### config.mk
export PLATFORM = sky130hd
export DESIGN_NAME = mm_cell
export DESIGN_NICKNAME = d
export VERILOG_FILES = /design/src/rtl/core/mm_pkg.sv /design/src/rtl/core/mm_cell.sv
export SDC_FILE = /design/constraint.sdc
export NUM_CORES = 1
export LEC_CHECK = 0
export BUFFER_PORTS_ARGS = -buffer_cell sky130_fd_sc_hd__clkbuf_2
export CORE_UTILIZATION = 40
export DETAILED_ROUTE_END_ITERATION = 16
export MAX_ROUTING_LAYER = met4
export SYNTH_ARGS = -nofsm -noshare
export SYNTH_HDL_FRONTEND = slang
export SYNTH_SLANG_ARGS = --single-unit
### constraint.sdc
create_clock -name clk -period 7.15 [get_ports clk]
set_clock_uncertainty 0.15 [all_clocks]
set_input_delay 1.43 -clock clk [delete_from_list [all_inputs] [get_ports clk]]
set_output_delay 1.43 -clock clk [all_outputs]
set_load 0.005 [all_outputs]
### src/rtl/core/mm_pkg.sv
package mm_pkg;
  localparam int MAX_DIM_DEF = 8;
  localparam int ELEM_W = 16;
  localparam int PROD_W = 40;
  localparam int IDX_W = 3;
  localparam int CFG_W = 4;
  localparam int CFG_IDX_W = 2;
  localparam logic [CFG_IDX_W-1:0] REG_ROWS_A = 2'd0;
  localparam logic [CFG_IDX_W-1:0] REG_INNER_DIM = 2'd1;
  localparam logic [CFG_IDX_W-1:0] REG_COLS_B = 2'd2;

  typedef enum logic [1:0] {
    ST_LOAD,
    ST_CALC,
    ST_OUT
  } state_t;

  typedef struct packed {
    logic clear;
    logic shift;
  } cell_ctrl_t;
endpackage

### src/rtl/core/mm_cell.sv
// One multiply-accumulate cell: takes a product operand pair and passes its
// A operand on to the next cell.
module mm_cell (
  input  logic                            clk,
  input  mm_pkg::cell_ctrl_t              ctrl,
  input  logic signed [mm_pkg::ELEM_W-1:0] a_in,
  input  logic signed [mm_pkg::ELEM_W-1:0] b_in,
  input  logic                            en,
  output logic signed [mm_pkg::ELEM_W-1:0] a_out,
  output logic signed [mm_pkg::PROD_W-1:0] acc
);
  import mm_pkg::*;
  logic signed [ELEM_W-1:0] a_r;
  logic signed [PROD_W-1:0] acc_r, acc_nxt;
  logic signed [2*ELEM_W-1:0] prod;

  assign prod = a_in * b_in;
  always_comb begin
    acc_nxt = acc_r;
    if (ctrl.clear) acc_nxt = '0;
    else if (ctrl.shift && en) acc_nxt = acc_r + PROD_W'(prod);
  end
  always_ff @(posedge clk) begin
    acc_r <= acc_nxt;
    if (ctrl.shift) a_r <= a_in;
  end
  assign a_out = a_r;
  assign acc = acc_r;
endmodule

==> metrics.txt <==
Period minus WS final=7.141 ns; crit path DAT=7.20 ns; Post-synth EDFFs=16; max cap viols=0; Worst setup SP type=primary input; vias in the first global route=between 10k and 15k; CTS root buf=clkbuf_16; R2R Setup Slk=between 1.5 and 2 ns; Vias/cell=~4.8; syn nets=between 1.5k and 2k; Reg-to-Reg End=acc[39]$_SDFFE_PP0P_; max_slew headroom=between 30% and 40%; Worst-Margin Slew=between 1 and 1.5 ns; Setup WS pre-CTS=-0.5453 ns; largest net degree at the start of global routing=46; Placement Rows=a little under 70; number of I/O pins=between 90 and 100; global-route wire length before repair=a little under 60000 um; Worst Setup Slack, final=around 0.0094 ns; port bufs=91; total routed wirelength=about 35000 um; worst hold stages=2; synth cell count leaders=369 x inv_1, 330 x fa_1, 193 x nand2_1; final hold vios=0; DPL Wire Length=roughly 30000 um; area share of the largest cell type after synthesis=roughly 47%; TritonCTS buffer count=5; count of cell types in the netlist=57; Min-Delay Endpoint=acc[15]$_SDFFE_PP0P_; ant diodes=0; Adder-Cell Fraction of Synth Area=between 50% and 60%; Syn-to-layout area delta=21.09%; Max Slew Vio Count=0; clock sink total=56; post-route ant nets=0; Final Cell Area=16990 um2; final global-route overflow total=0; drt pass-1 iters=5; flop and latch count out of synthesis=between 50 and 60; GP Congestion=0.8927; mux share of post-synthesis cell area=0%; reg-to-reg startpoint=acc[15]$_SDFFE_PP0P_; XOR/XNOR Fraction of Synth Area=under 10%; largest cells by area after synthesis=fa_1 47%, ha_1 10%, inv_1 9.9%, dfxtp_1 5.7%, and2_1 5.2%; layout cell share with drive strength beyond 1=between 20% and 30%; Cells after Synth=roughly 1.5k; CP max FO=8; Post-Syn Area per Cell=about 9.5 um2; WS Path Type=primary input to register; initial antenna violation count=0; DR WL/cell=~16 um; Cells after DPL=between 2k and 2.5k; core area=between 30000 and 40000 um2; Die ar.=roughly 36000 um2; final count of negative-setup-slack endpoints=0; TritonCTS clock tree=built; H-tree depth=2; WP data required=7.21 ns; R2R depth=19; Simple-Gate Fraction of Synth Area=roughly an eighth; status=completed; vias=approximately 10k; Remaining DRCs=0; Die Height=189.3 um; main combinational cell family by area after synthesis=adder cells; total global-route track usage=a little over a fifth; Hold Crit Class=register to register; Max Fclk=roughly 140 MHz; fin crit share=between 90% and 100%; starting DRC count in detailed routing=~330; Finished Layout Cells=~2.2k; Post-CTS Hold Fix Bufs=0; area leader, netlist=fa_1; Die Wd=189.3 um; initial core utilization=between 40% and 50%; DP Area=16270 um2; worst-case clock buffer depth=2; top-count cell post-synth=inv_1; Skew-Pair Late Insertion Delay=a little over 0.3 ns; Post-synth ARST share=0%; RSZ-0062 raised after global routing=true; Layout Nets=2191; crit path from=a_in[15]; sequential area share after synthesis=9.131%; ys flop type=dfxtp_1; critical path capture point type=register; Synth Area in Compound Gates=6.705%; hold path start=acc[15]$_SDFFE_PP0P_; Cell Area, Synth=~14000 um2; Yosys warning total=0; Worst-path clk slew=approximately 0.07 ns
-- state kept, by name (all words and copies together) (netlist names) --
| register | flops |
|---|---|
| acc | 40 |
| a_out | 16 |
-- routing by layer --
metal | part of all wire (%) | GRT usage, % | vias up
li1 | - | - | 4873
met1 | 47 | 29.34 | 5275
met5 | 0 | - | -
met2 | 49 | 35.35 | 157
met3 | 3.7 | 2.854 | 20
met4 | 0.98 | 3.009 | 0
-- through the flow --
step                      hold WS [ns]  util, %  setup TNS, ns
after global placement          0.3061    47.10         -6.720
after CTS                       0.3266    48.11       -0.02962
after detailed placement        0.3176    47.10         -7.012
final                           0.3242    49.19              0
after floorplan                 0.3110        -              0
after global routing            0.3500    49.19        -0.8707
-- critical path: stages --
cell	delay, ns
clkbuf_16	0.14
and2_4	0.14
fa_2	0.48
buf_4	0.16
fa_1	0.47
inv_1	0.05
fa_1	0.49
inv_1	0.05
fa_1	0.52
fa_1	0.50
inv_1	0.06
fa_1	0.48
inv_1	0.04
ha_1	0.31
a21oi_4	0.18
nand2b_4	0.06
a311oi_2	0.26
a31oi_2	0.18
a41o_1	0.30
a31oi_2	0.15
o21ai_1	0.10
or3_1	0.38
a311oi_2	0.23
-- cells by family (layout without fill, tap and decap cells) --
family                     after synthesis  after routing
adders and majority gates              445            445
buffers and inverters                  417            648
and+or+nand+nor                        382            382
AOI/OAI and AO/OA                      144            144
DFF                                     56             56
xor gates and xnor gates                36             36
-- placed cells by master (no fill, tap or decap), types with 5 or more instances in the layout --
cell type | synthesis | layout
fa_1 | 330 | 319
ha_4 | 0 | 8
a21oi_2 | 0 | 8
buf_4 | 0 | 170
nor2_1 | 24 | 17
nand2_1 | 193 | 187
nand2b_1 | 5 | 5
clkbuf_16 | 0 | 7
a21o_1 | 18 | 18
nand2_2 | 0 | 5
buf_6 | 1 | 13
nand3b_1 | 11 | 11
o21ai_0 | 13 | 10
fa_2 | 0 | 11
ha_1 | 115 | 105
o21ai_1 | 13 | 12
clkbuf_2 | 0 | 68
inv_2 | 0 | 11
xnor2_1 | 27 | 27
edfxtp_1 | 16 | 16
dfxtp_1 | 40 | 40
and2_4 | 0 | 8
and2_1 | 116 | 108
xor2_1 | 9 | 9
buf_12 | 0 | 7
o21bai_1 | 6 | 6
a21oi_1 | 57 | 48
inv_1 | 369 | 356
-- final cells by class --
| type | count | area [um2] |
|---|---|---|
| Fill cell | 3331 | 17550 |
| Multi-Input combinational cell | 1007 | 11540 |
| Timing Repair Buffer | 271 | 2064 |
| Inverter | 369 | 1391 |
| Sequential cell | 56 | 1281 |
| Tap cell | 455 | 569.3 |
| Clock buffer | 7 | 142.6 |
| Clock inverter | 1 | 6.256 |
-- how the worst max path moves through the flow --
stage / to / slack (ns)
after floorplan: acc[38]$_SDFFE_PP0P_ / 0.001
after global placement: acc[39]$_SDFFE_PP0P_ / -0.53
after detailed placement: acc[39]$_SDFFE_PP0P_ / -0.55
final: acc[39]$_SDFFE_PP0P_ / 0.009
after global routing: acc[39]$_SDFFE_PP0P_ / -0.20
after CTS: acc[39]$_SDFFE_PP0P_ / -0.03
-- what timing repair did --
action                                  in CTS  in global routing
buffers inserted                             4                  7
gates cloned                                 0                  0
endpoints found under the setup margin      15                 16
pin swaps                                   18                 53
hold endpoints to repair                     0                  0
gates resized for setup                     40                106
Power is left out: the tool's default activity adds up to more than one toggle a clock period on the data nets, which glitch-free logic cannot reach.
